File: src/design/fcsm_pkg.sv
package fcsm_pkg;

  localparam int PAGE_COUNT = 1024;
  localparam int PAGE_W     = 10;

  typedef enum logic [1:0] {
    OP_CMD_WRITE   = 2'd0,
    OP_STATUS_READ = 2'd1,
    OP_DMA_OUT     = 2'd2
  } op_t;

  typedef enum logic [1:0] {
    ACT_NONE    = 2'd0,
    ACT_ERASE   = 2'd1,
    ACT_PROGRAM = 2'd2,
    ACT_DUMP    = 2'd3
  } act_t;

  typedef enum logic [3:0] {
    S_IDLE = 4'd0,
    S_E1   = 4'd1,
    S_E2   = 4'd2,
    S_ERS1 = 4'd3,
    S_ERS2 = 4'd4,
    S_WI   = 4'd5,
    S_WSP  = 4'd6,
    S_WRS1 = 4'd7,
    S_WRS2 = 4'd8,
    S_GSI  = 4'd9,
    S_GS1  = 4'd10,
    S_RI   = 4'd11,
    S_RRS1 = 4'd12
  } state_t;

  localparam logic [15:0] C_NULL    = 16'h0000;
  localparam logic [15:0] C_ERASE1  = 16'h4B00;
  localparam logic [15:0] C_ERASE2  = 16'h7800;
  localparam logic [15:0] C_EXEC    = 16'hD200;
  localparam logic [15:0] C_WINIT   = 16'hB400;
  localparam logic [15:0] C_SETPAGE = 16'hA500;
  localparam logic [15:0] C_GETSTAT = 16'hE100;
  localparam logic [15:0] C_RINIT   = 16'hF000;

  localparam logic [31:0] ST_ERASE = 32'h11118008;
  localparam logic [31:0] ST_WRITE = 32'h11118004;
  localparam logic [31:0] ST_GET   = 32'h11118001;
  localparam logic [31:0] ST_READ  = 32'h11118004;
  localparam logic [31:0] ST_TWO   = 32'h00C20000;
  localparam logic [31:0] ST_READ2 = 32'hF0000000;

  localparam logic [31:0] DMA_STATUS_ADDR = 32'hA8000000;

  typedef struct packed {
    op_t         opcode;
    logic [31:0] command_word;
    logic [31:0] dma_flash_address;
  } cmd_t;

  typedef struct packed {
    logic [31:0]       status_data;
    act_t              action;
    logic [PAGE_W-1:0] action_page;
    logic              error;
  } rsp_t;

endpackage

File: src/design/flash_command_state_machine.sv
// Flash save chip command sequencer.
//
// cmd channel: one word per bus access. opcode selects a command write
// (command_word: code in bits 31..16, page in bits 15..0), a status read,
// or the notice of a DMA out of flash (dma_flash_address).
// rsp channel: exactly one word per cmd word, in order: status_data on a
// status read, an erase / program action with its page or a dump action,
// and an error flag when the sequence was broken and the machine fell to idle.
//
// A cmd word is taken into the input register and stepped through the
// sequencer from there; its rsp word and rsp_valid are registered together.
// Throughput: one word per cycle while rsp does not stall, set by the single
// decode step between the input register and the result register.
//
// Reset (rst, synchronous): sequencer idle, status word 0x11118001,
// shadow status, page and reading mode cleared, both registers empty.
// A stall on rsp holds the result register; the input register then fills
// and cmd_stall rises until rsp drains.
module flash_command_state_machine (
  input  logic              clk,
  input  logic              rst,
  input  logic              cmd_valid,
  output logic              cmd_stall,
  input  fcsm_pkg::cmd_t    cmd,
  output logic              rsp_valid,
  input  logic              rsp_stall,
  output fcsm_pkg::rsp_t    rsp
);

  logic                        in_valid;
  fcsm_pkg::cmd_t              in_word;
  logic                        advance;
  logic                        fire;

  fcsm_pkg::state_t            state, state_next;
  logic [31:0]                 status_word, status_word_next;
  logic [31:0]                 shadow_status, shadow_status_next;
  logic [fcsm_pkg::PAGE_W-1:0] page, page_next;
  logic                        read_mode, read_mode_next;

  logic [15:0]                 code;
  logic [fcsm_pkg::PAGE_W-1:0] cmd_page;
  logic                        run_step;
  logic                        dma_kick;
  logic                        ok;
  fcsm_pkg::rsp_t              rsp_next;

  assign advance   = !rsp_valid || !rsp_stall;
  assign fire      = in_valid && advance;
  assign cmd_stall = in_valid && !advance;

  always_ff @(posedge clk) begin
    if (rst) begin
      in_valid <= 1'b0;
    end else if (!cmd_stall) begin
      in_valid <= cmd_valid;
    end
    if (cmd_valid && !cmd_stall) begin
      in_word <= cmd;
    end
  end

  // Status reads step the machine with a null event, except in reading mode.
  assign code = (in_word.opcode == fcsm_pkg::OP_CMD_WRITE) ?
                in_word.command_word[31:16] : fcsm_pkg::C_NULL;
  // Page count is a power of two: keep the low page bits.
  assign cmd_page = in_word.command_word[fcsm_pkg::PAGE_W-1:0];
  assign run_step = (in_word.opcode == fcsm_pkg::OP_CMD_WRITE) ||
                    (in_word.opcode == fcsm_pkg::OP_STATUS_READ && !read_mode);
  assign dma_kick = (in_word.opcode == fcsm_pkg::OP_DMA_OUT) &&
                    (in_word.dma_flash_address == fcsm_pkg::DMA_STATUS_ADDR);

  // Next state
  always_comb begin
    state_next         = state;
    status_word_next   = status_word;
    shadow_status_next = shadow_status;
    page_next          = page;
    read_mode_next     = read_mode;
    ok                 = 1'b0;
    if (dma_kick) begin
      status_word_next   = fcsm_pkg::ST_GET;
      shadow_status_next = fcsm_pkg::ST_TWO;
      state_next         = fcsm_pkg::S_GS1;
    end else if (run_step) begin
      case (state)
        fcsm_pkg::S_IDLE: begin
          ok = 1'b1;
          case (code)
            fcsm_pkg::C_ERASE1: begin
              page_next  = cmd_page;
              state_next = fcsm_pkg::S_E1;
            end
            fcsm_pkg::C_WINIT: state_next = fcsm_pkg::S_WI;
            fcsm_pkg::C_GETSTAT: begin
              state_next         = fcsm_pkg::S_GSI;
              shadow_status_next = fcsm_pkg::ST_GET;
            end
            fcsm_pkg::C_RINIT: state_next = fcsm_pkg::S_RI;
            fcsm_pkg::C_NULL: begin
              status_word_next   = fcsm_pkg::ST_GET;
              shadow_status_next = fcsm_pkg::ST_TWO;
              state_next         = fcsm_pkg::S_GS1;
            end
            fcsm_pkg::C_EXEC: ok = 1'b1;
            default: ok = 1'b0;
          endcase
        end
        fcsm_pkg::S_E1: begin
          if (code == fcsm_pkg::C_ERASE2) begin
            ok = 1'b1;
            state_next = fcsm_pkg::S_E2;
          end
        end
        fcsm_pkg::S_E2: begin
          if (code == fcsm_pkg::C_NULL) begin
            ok = 1'b1;
            status_word_next = fcsm_pkg::ST_ERASE;
            state_next       = fcsm_pkg::S_ERS1;
          end else if (code == fcsm_pkg::C_EXEC) begin
            ok = 1'b1;
            state_next = fcsm_pkg::S_IDLE;
          end
        end
        fcsm_pkg::S_ERS1: begin
          if (code == fcsm_pkg::C_NULL) begin
            ok = 1'b1;
            status_word_next = fcsm_pkg::ST_TWO;
            state_next       = fcsm_pkg::S_ERS2;
          end
        end
        fcsm_pkg::S_ERS2: begin
          if (code == fcsm_pkg::C_EXEC) begin
            ok = 1'b1;
            state_next = fcsm_pkg::S_IDLE;
          end
        end
        fcsm_pkg::S_WI: begin
          if (code == fcsm_pkg::C_SETPAGE) begin
            ok = 1'b1;
            page_next  = cmd_page;
            state_next = fcsm_pkg::S_WSP;
          end else if (code == fcsm_pkg::C_WINIT) begin
            ok = 1'b1;
          end
        end
        fcsm_pkg::S_WSP: begin
          if (code == fcsm_pkg::C_NULL) begin
            ok = 1'b1;
            status_word_next = fcsm_pkg::ST_WRITE;
            state_next       = fcsm_pkg::S_WRS1;
          end else if (code == fcsm_pkg::C_WINIT) begin
            ok = 1'b1;
          end
        end
        fcsm_pkg::S_WRS1: begin
          if (code == fcsm_pkg::C_NULL) begin
            ok = 1'b1;
            status_word_next = fcsm_pkg::ST_TWO;
            state_next       = fcsm_pkg::S_WRS2;
          end
        end
        fcsm_pkg::S_WRS2: begin
          if (code == fcsm_pkg::C_NULL) begin
            ok = 1'b1;
            status_word_next = fcsm_pkg::ST_WRITE;
            state_next       = fcsm_pkg::S_WRS1;
          end else if (code == fcsm_pkg::C_EXEC) begin
            ok = 1'b1;
            state_next = fcsm_pkg::S_IDLE;
          end
        end
        fcsm_pkg::S_GSI: begin
          ok = 1'b1;
          case (code)
            fcsm_pkg::C_NULL: begin
              status_word_next = fcsm_pkg::ST_GET;
              state_next       = fcsm_pkg::S_GS1;
            end
            fcsm_pkg::C_EXEC:  state_next = fcsm_pkg::S_IDLE;
            fcsm_pkg::C_RINIT: state_next = fcsm_pkg::S_RI;
            default: ok = 1'b0;
          endcase
        end
        fcsm_pkg::S_GS1: begin
          ok = 1'b1;
          case (code)
            fcsm_pkg::C_NULL: begin
              status_word_next = fcsm_pkg::ST_TWO;
              state_next       = fcsm_pkg::S_IDLE;
            end
            fcsm_pkg::C_EXEC:    state_next = fcsm_pkg::S_IDLE;
            fcsm_pkg::C_RINIT:   state_next = fcsm_pkg::S_RI;
            fcsm_pkg::C_GETSTAT: state_next = fcsm_pkg::S_GSI;
            default: ok = 1'b0;
          endcase
        end
        fcsm_pkg::S_RI: begin
          if (code == fcsm_pkg::C_NULL) begin
            ok = 1'b1;
            status_word_next = fcsm_pkg::ST_READ;
            state_next       = fcsm_pkg::S_RRS1;
            read_mode_next   = 1'b1;
          end else if (code == fcsm_pkg::C_RINIT) begin
            ok = 1'b1;
          end else begin
            read_mode_next = 1'b0;
          end
        end
        fcsm_pkg::S_RRS1: begin
          if (code == fcsm_pkg::C_NULL) begin
            ok = 1'b1;
            status_word_next = fcsm_pkg::ST_READ2;
            state_next       = fcsm_pkg::S_IDLE;
          end else if (code == fcsm_pkg::C_RINIT) begin
            ok = 1'b1;
          end else begin
            read_mode_next = 1'b0;
            if (code == fcsm_pkg::C_ERASE1) begin
              ok = 1'b1;
              page_next  = cmd_page;
              state_next = fcsm_pkg::S_E1;
            end
          end
        end
        default: ok = 1'b0;
      endcase
      // Drop to idle on any event the sequence does not allow.
      if (!ok) begin
        state_next = fcsm_pkg::S_IDLE;
      end
    end
  end

  // Outputs
  always_comb begin
    rsp_next = '0;
    if (run_step) begin
      rsp_next.error = !ok;
      case (state)
        fcsm_pkg::S_E2, fcsm_pkg::S_ERS2: begin
          if (code == fcsm_pkg::C_EXEC) begin
            rsp_next.action      = fcsm_pkg::ACT_ERASE;
            rsp_next.action_page = page;
          end
        end
        fcsm_pkg::S_WRS2: begin
          if (code == fcsm_pkg::C_EXEC) begin
            rsp_next.action      = fcsm_pkg::ACT_PROGRAM;
            rsp_next.action_page = page;
          end
        end
        fcsm_pkg::S_RI, fcsm_pkg::S_RRS1: begin
          if (code == fcsm_pkg::C_NULL) begin
            rsp_next.action = fcsm_pkg::ACT_DUMP;
          end
        end
        default: rsp_next.action = fcsm_pkg::ACT_NONE;
      endcase
    end
    if (in_word.opcode == fcsm_pkg::OP_STATUS_READ) begin
      if (read_mode) begin
        rsp_next.status_data = shadow_status;
      end else if (ok) begin
        rsp_next.status_data = status_word_next;
      end else begin
        rsp_next.status_data = fcsm_pkg::ST_TWO;
      end
    end
  end

  always_ff @(posedge clk) begin
    if (rst) begin
      state         <= fcsm_pkg::S_IDLE;
      status_word   <= fcsm_pkg::ST_GET;
      shadow_status <= '0;
      page          <= '0;
      read_mode     <= 1'b0;
      rsp_valid     <= 1'b0;
    end else begin
      if (advance) begin
        rsp_valid <= in_valid;
      end
      if (fire) begin
        state         <= state_next;
        status_word   <= status_word_next;
        shadow_status <= shadow_status_next;
        page          <= page_next;
        read_mode     <= read_mode_next;
      end
    end
    if (fire) begin
      rsp <= rsp_next;
    end
  end

endmodule

File: config.mk
export PLATFORM = sky130hd
export DESIGN_NAME = flash_command_state_machine
export DESIGN_NICKNAME = d
export VERILOG_FILES = /design/src/design/fcsm_pkg.sv /design/src/design/flash_command_state_machine.sv
export SDC_FILE = /design/constraint.sdc
export NUM_CORES = 1
export LEC_CHECK = 0
export BUFFER_PORTS_ARGS = -buffer_cell sky130_fd_sc_hd__buf_2
export CORE_MARGIN = 2
export CORE_UTILIZATION = 25
export CTS_CLUSTER_DIAMETER = 100
export CTS_CLUSTER_SIZE = 25
export DETAILED_ROUTE_END_ITERATION = 7
export GPL_TIMING_DRIVEN = 0
export PLACE_DENSITY = 0.45
export SLEW_MARGIN = 20
export SYNTH_ARGS = -nofsm -noshare
export SYNTH_HDL_FRONTEND = slang
export SYNTH_SLANG_ARGS = --single-unit
File: constraint.sdc
create_clock -name clk -period 4.5 [get_ports clk]
set_input_delay 0.9 -clock clk [delete_from_list [all_inputs] [get_ports clk]]
set_output_delay 0.9 -clock clk [all_outputs]
set_load 0.01 [all_outputs]
==> metrics.yaml <==
setup_path:
  r2r_cells: 8
  worst_path_max_delay_cell: "sky130_fd_sc_hd__edfxtp_1"
  cp_launch_type: "flip-flop"
  r2r_start: "in_word[64]"
  timing.critical_path.from: "in_word[64]"
  critPathCaptureType: "flip-flop"
  crit_path_max_fanout: 10
  crit_path_end: "state[2]"
  worstPathCellList: "nor3b_2 > nand4_2 > buf_2 > or3_1 > a221oi_1 > o21ai_0 > and2_1 > a32o_1"
  cp_data_required_time_ns: 4.81
  rrSetupSlack_ns: 1.52
  cp.arrival_ns: 3.29
  slowest_delay_ns: 0.54
  crit_type: "flip-flop to flip-flop"
  worst_r2r_endpoint: "state[2]"
sta:
  finalHoldViolCount: 0
  max_clock_freq_mhz: 336
  rsz_0062_raised_after_global_routing: "no"
  timing.final.setup_violations: 0
  period_share_pct: 66.1
  layout_min_cycle_time_ns: 2.98
  transition_at_the_pin_with_the_smallest_max_transition_slack_ns: 0.655
  slew_violations: 0
  final.hold.worst_slack_ns: 0.463
  max-slew-margin-rel_pct: 56.0
  worst_clock_skew_ns: 0.0138
final_layout:
  final-instance-count-excl-fill: 909
  area_delta_synth_final_pct: 28.2
  antennaDiodeCount: 0
  n_fill_cell: 2285
  multi_input_comb_area_um2: 1930
  area.sequential_um2: 3670
  layout-drive-gt1-share_pct: 27.9
  finish.net_count: 681
global_routing:
  first_global_vias: 4375
  antenna_found_initial: 0
  grt_pass1_wl_um: 24200
  grt_max_degree: 32
  grt-ovfl-total: 0
  total_grt_usage_pct: 13.2
clock_network:
  cts_inserted_buffers: 17
  ctsRootBufferMaster: "sky130_fd_sc_hd__clkbuf_16"
  postCtsResizedCells: 0
  h-tree-depth: 4
  register_clock_pin_slew_on_the_reported_worst_setup_and_hold_paths_ns: 0.07
  cts_tree: "done"
  cts_hold_buf: 0
  cts_num_sinks: 131
  cts_setup_buffers: 0
  cts-root-to-sink-buffers: 2
  clock_latency_on_the_worst_skew_pair_ns: 0.42
placed_design:
  place.detailed.hpwl_um: 11100
  place_inst: 877
  place.port_buffers: 109
  final_replace_weighted_congestion: 0.926
drt:
  detailedRoute.firstIterationViolations: 238
  drt_drc_violations_left: 0
  viasPerCell: 4.72
  detailed_route_wire_length_per_cell_um: 16.8
  final_antenna_net_count: 0
  wirelength_um: 15200
  via_total_after_detailed_routing: 4288
  drt-pass1-iter-count: 4
pwr:
  internal_w: 0.00223
  comb_power_share_pct: 8.9
  power.sequential.fraction_pct: 46.8
  switching_power_w: 0.000741
  leakage_component_of_the_power_nw: 2.63
  power_per_cell_area_nw_per_um2: 409
  maximum_vdd_ir_drop_mv: 0.231
  clockPowerShare_pct: 44.4
  power_w: 0.00298
  power.share.switching_pct: 24.9
floorplan:
  ioPinCount: 117
  rows: 55
  die-area_um2: 23900
  initial_core_util_pct: 25.3
  core_region_area_um2: 22400
  die_height_um: 155
  fp.dieW_um: 155
synth:
  synth.cell_area_um2: 5680
  sequential_share_of_the_synthesized_area_pct: 64.7
  synthesis.area_per_instance_um2: 12.3
  biggest_area_contributors_in_the_synthesized_netlist: "sky130_fd_sc_hd__edfxtp_1 56%, sky130_fd_sc_hd__dfxtp_1 9.2%, sky130_fd_sc_hd__nor2_1 3.6%"
  yosys_register_bits: 131
  synth.top_cell.area_share_pct: 55.6
  postSynth.topFlopCell: "sky130_fd_sc_hd__edfxtp_1"
  synth_top_area_cell: "sky130_fd_sc_hd__edfxtp_1"
  yosysWarnings: 0
  synth_cell_types: 73
  postSynth.asyncResetShare_pct: 0
  synth_enable_flop_cells: 105
  synth_cells: 463
status:
  outcome: "finished clean"
worst_hold_path:
  min-delay-path-class: "flip-flop to flip-flop"
run:
  max_cap_violations: 0
layout make-up:
cell class                      count  area share, %
Tap cell                          285           4.90
Clock buffer                       18           5.90
Clock inverter                     14           1.74
Buffer                             25           1.63
Timing Repair Buffer              112           8.43
Multi-Input combinational cell    317           26.6
Inverter                            7          0.361
Sequential cell                   131           50.5
synth_stat cells, drive strengths merged (6+ instances only):
master	instances
nor2b	6
inv	6
buf	11
edfxtp	105
mux2i	12
and2	11
nor2	55
a211oi	7
nand3	8
dfxtp	26
o21ai	28
a21oi	30
nor4	12
nand4	6
nand2	32
nor3	15
clkbuf	14
worst max-delay path: cells and delay by family (launching register included):
kind	cells	cell delay, ns
compound gates	3	0.81
flops	1	0.54
simple gates	4	1.26
buf+inv	1	0.25
state kept, by name, indices dropped and copies added (netlist names):
| register | cells |
|---|---|
| in_word | 50 |
| rsp | 45 |
| cmd_page | 10 |
| page | 10 |
| status_word | 7 |
| state | 4 |
| shadow_status | 2 |
| in_valid | 1 |
| read_mode | 1 |
| rsp_valid | 1 |
worst min-delay path by stage:
stage	from	end	depth (start not counted)	slack, ns
after global placement	status_word[3]	status_word[3]	2	0.44
after detailed placement	status_word[3]	status_word[3]	2	0.45
after CTS	status_word[30]	status_word[30]	2	0.46
final	status_word[30]	status_word[30]	2	0.46
after global routing	status_word[23]	status_word[23]	2	0.49
after floorplan	status_word[30]	status_word[30]	2	0.44
placed cells by master (no fill, tap or decap), types with 3 or more instances in the layout:
cell type	count
sky130_fd_sc_hd__o211ai_1	3
sky130_fd_sc_hd__inv_6	4
sky130_fd_sc_hd__buf_2	114
sky130_fd_sc_hd__nand2_1	30
sky130_fd_sc_hd__clkinv_1	3
sky130_fd_sc_hd__and3_1	4
sky130_fd_sc_hd__o22ai_1	4
sky130_fd_sc_hd__nor3_1	14
sky130_fd_sc_hd__o21a_1	4
sky130_fd_sc_hd__inv_1	5
sky130_fd_sc_hd__o31ai_1	4
sky130_fd_sc_hd__nor4_1	9
sky130_fd_sc_hd__a31oi_1	3
sky130_fd_sc_hd__a32o_1	3
sky130_fd_sc_hd__or2_2	3
sky130_fd_sc_hd__nor2b_1	5
sky130_fd_sc_hd__and2_1	11
sky130_fd_sc_hd__o21ai_0	25
sky130_fd_sc_hd__clkbuf_1	15
sky130_fd_sc_hd__nand4_1	5
sky130_fd_sc_hd__nand2b_1	3
sky130_fd_sc_hd__mux2i_1	12
sky130_fd_sc_hd__dfxtp_1	26
sky130_fd_sc_hd__a21o_1	4
sky130_fd_sc_hd__nor4_4	3
sky130_fd_sc_hd__buf_1	3
sky130_fd_sc_hd__clkbuf_16	17
sky130_fd_sc_hd__nor2_1	54
sky130_fd_sc_hd__edfxtp_1	105
sky130_fd_sc_hd__nand3_1	7
sky130_fd_sc_hd__xor2_1	3
sky130_fd_sc_hd__a211oi_1	6
sky130_fd_sc_hd__conb_1	18
sky130_fd_sc_hd__a21oi_1	29
sky130_fd_sc_hd__or3_1	3
power groups by stage:
| stage | Sequential [W] | Combinational, W | Clock, W |
|---|---|---|---|
| floorplan | 0.00143 | 0.000148 | 0 |
| global placement | 0.00142 | 0.000254 | 0 |
| detailed placement | 0.00142 | 0.000262 | 0 |
| CTS | 0.00139 | 0.000263 | 0.00137 |
| global route | 0.00140 | 0.000288 | 0.00142 |
| finish | 0.00139 | 0.000264 | 0.00132 |
layer usage:
layer	GRT usage [%]	wire length, µm	vias up
met1	17.2	6960	2081
met4	4.85	287	0
met2	20.9	7030	148
li1	-	-	2035
met3	3.95	955	24
met5	0	0	-
metrics by stage:
step | cell area (µm²) | utilization [%] | setup TNS, ns | setup slack, ns
floorplan | 5740 | - | 0 | 0.203
global placement | 6640 | 29.6 | -51.38 | -0.858
detailed placement | 6720 | 29.9 | 0 | 1.57
CTS | 7270 | 32.4 | 0 | 1.54
global route | 7280 | 32.4 | 0 | 1.25
finish | 7280 | 32.4 | 0 | 1.52
logic make-up after synthesis:
family | synth area share [%]
buf+inv | 2.56
mux | 2.12
compound gates | 13.5
other cells | 0.0661
xor+xnor | 0.617
simple gates | 16.4
flops | 64.7
Power figures use the tool's default switching activity.
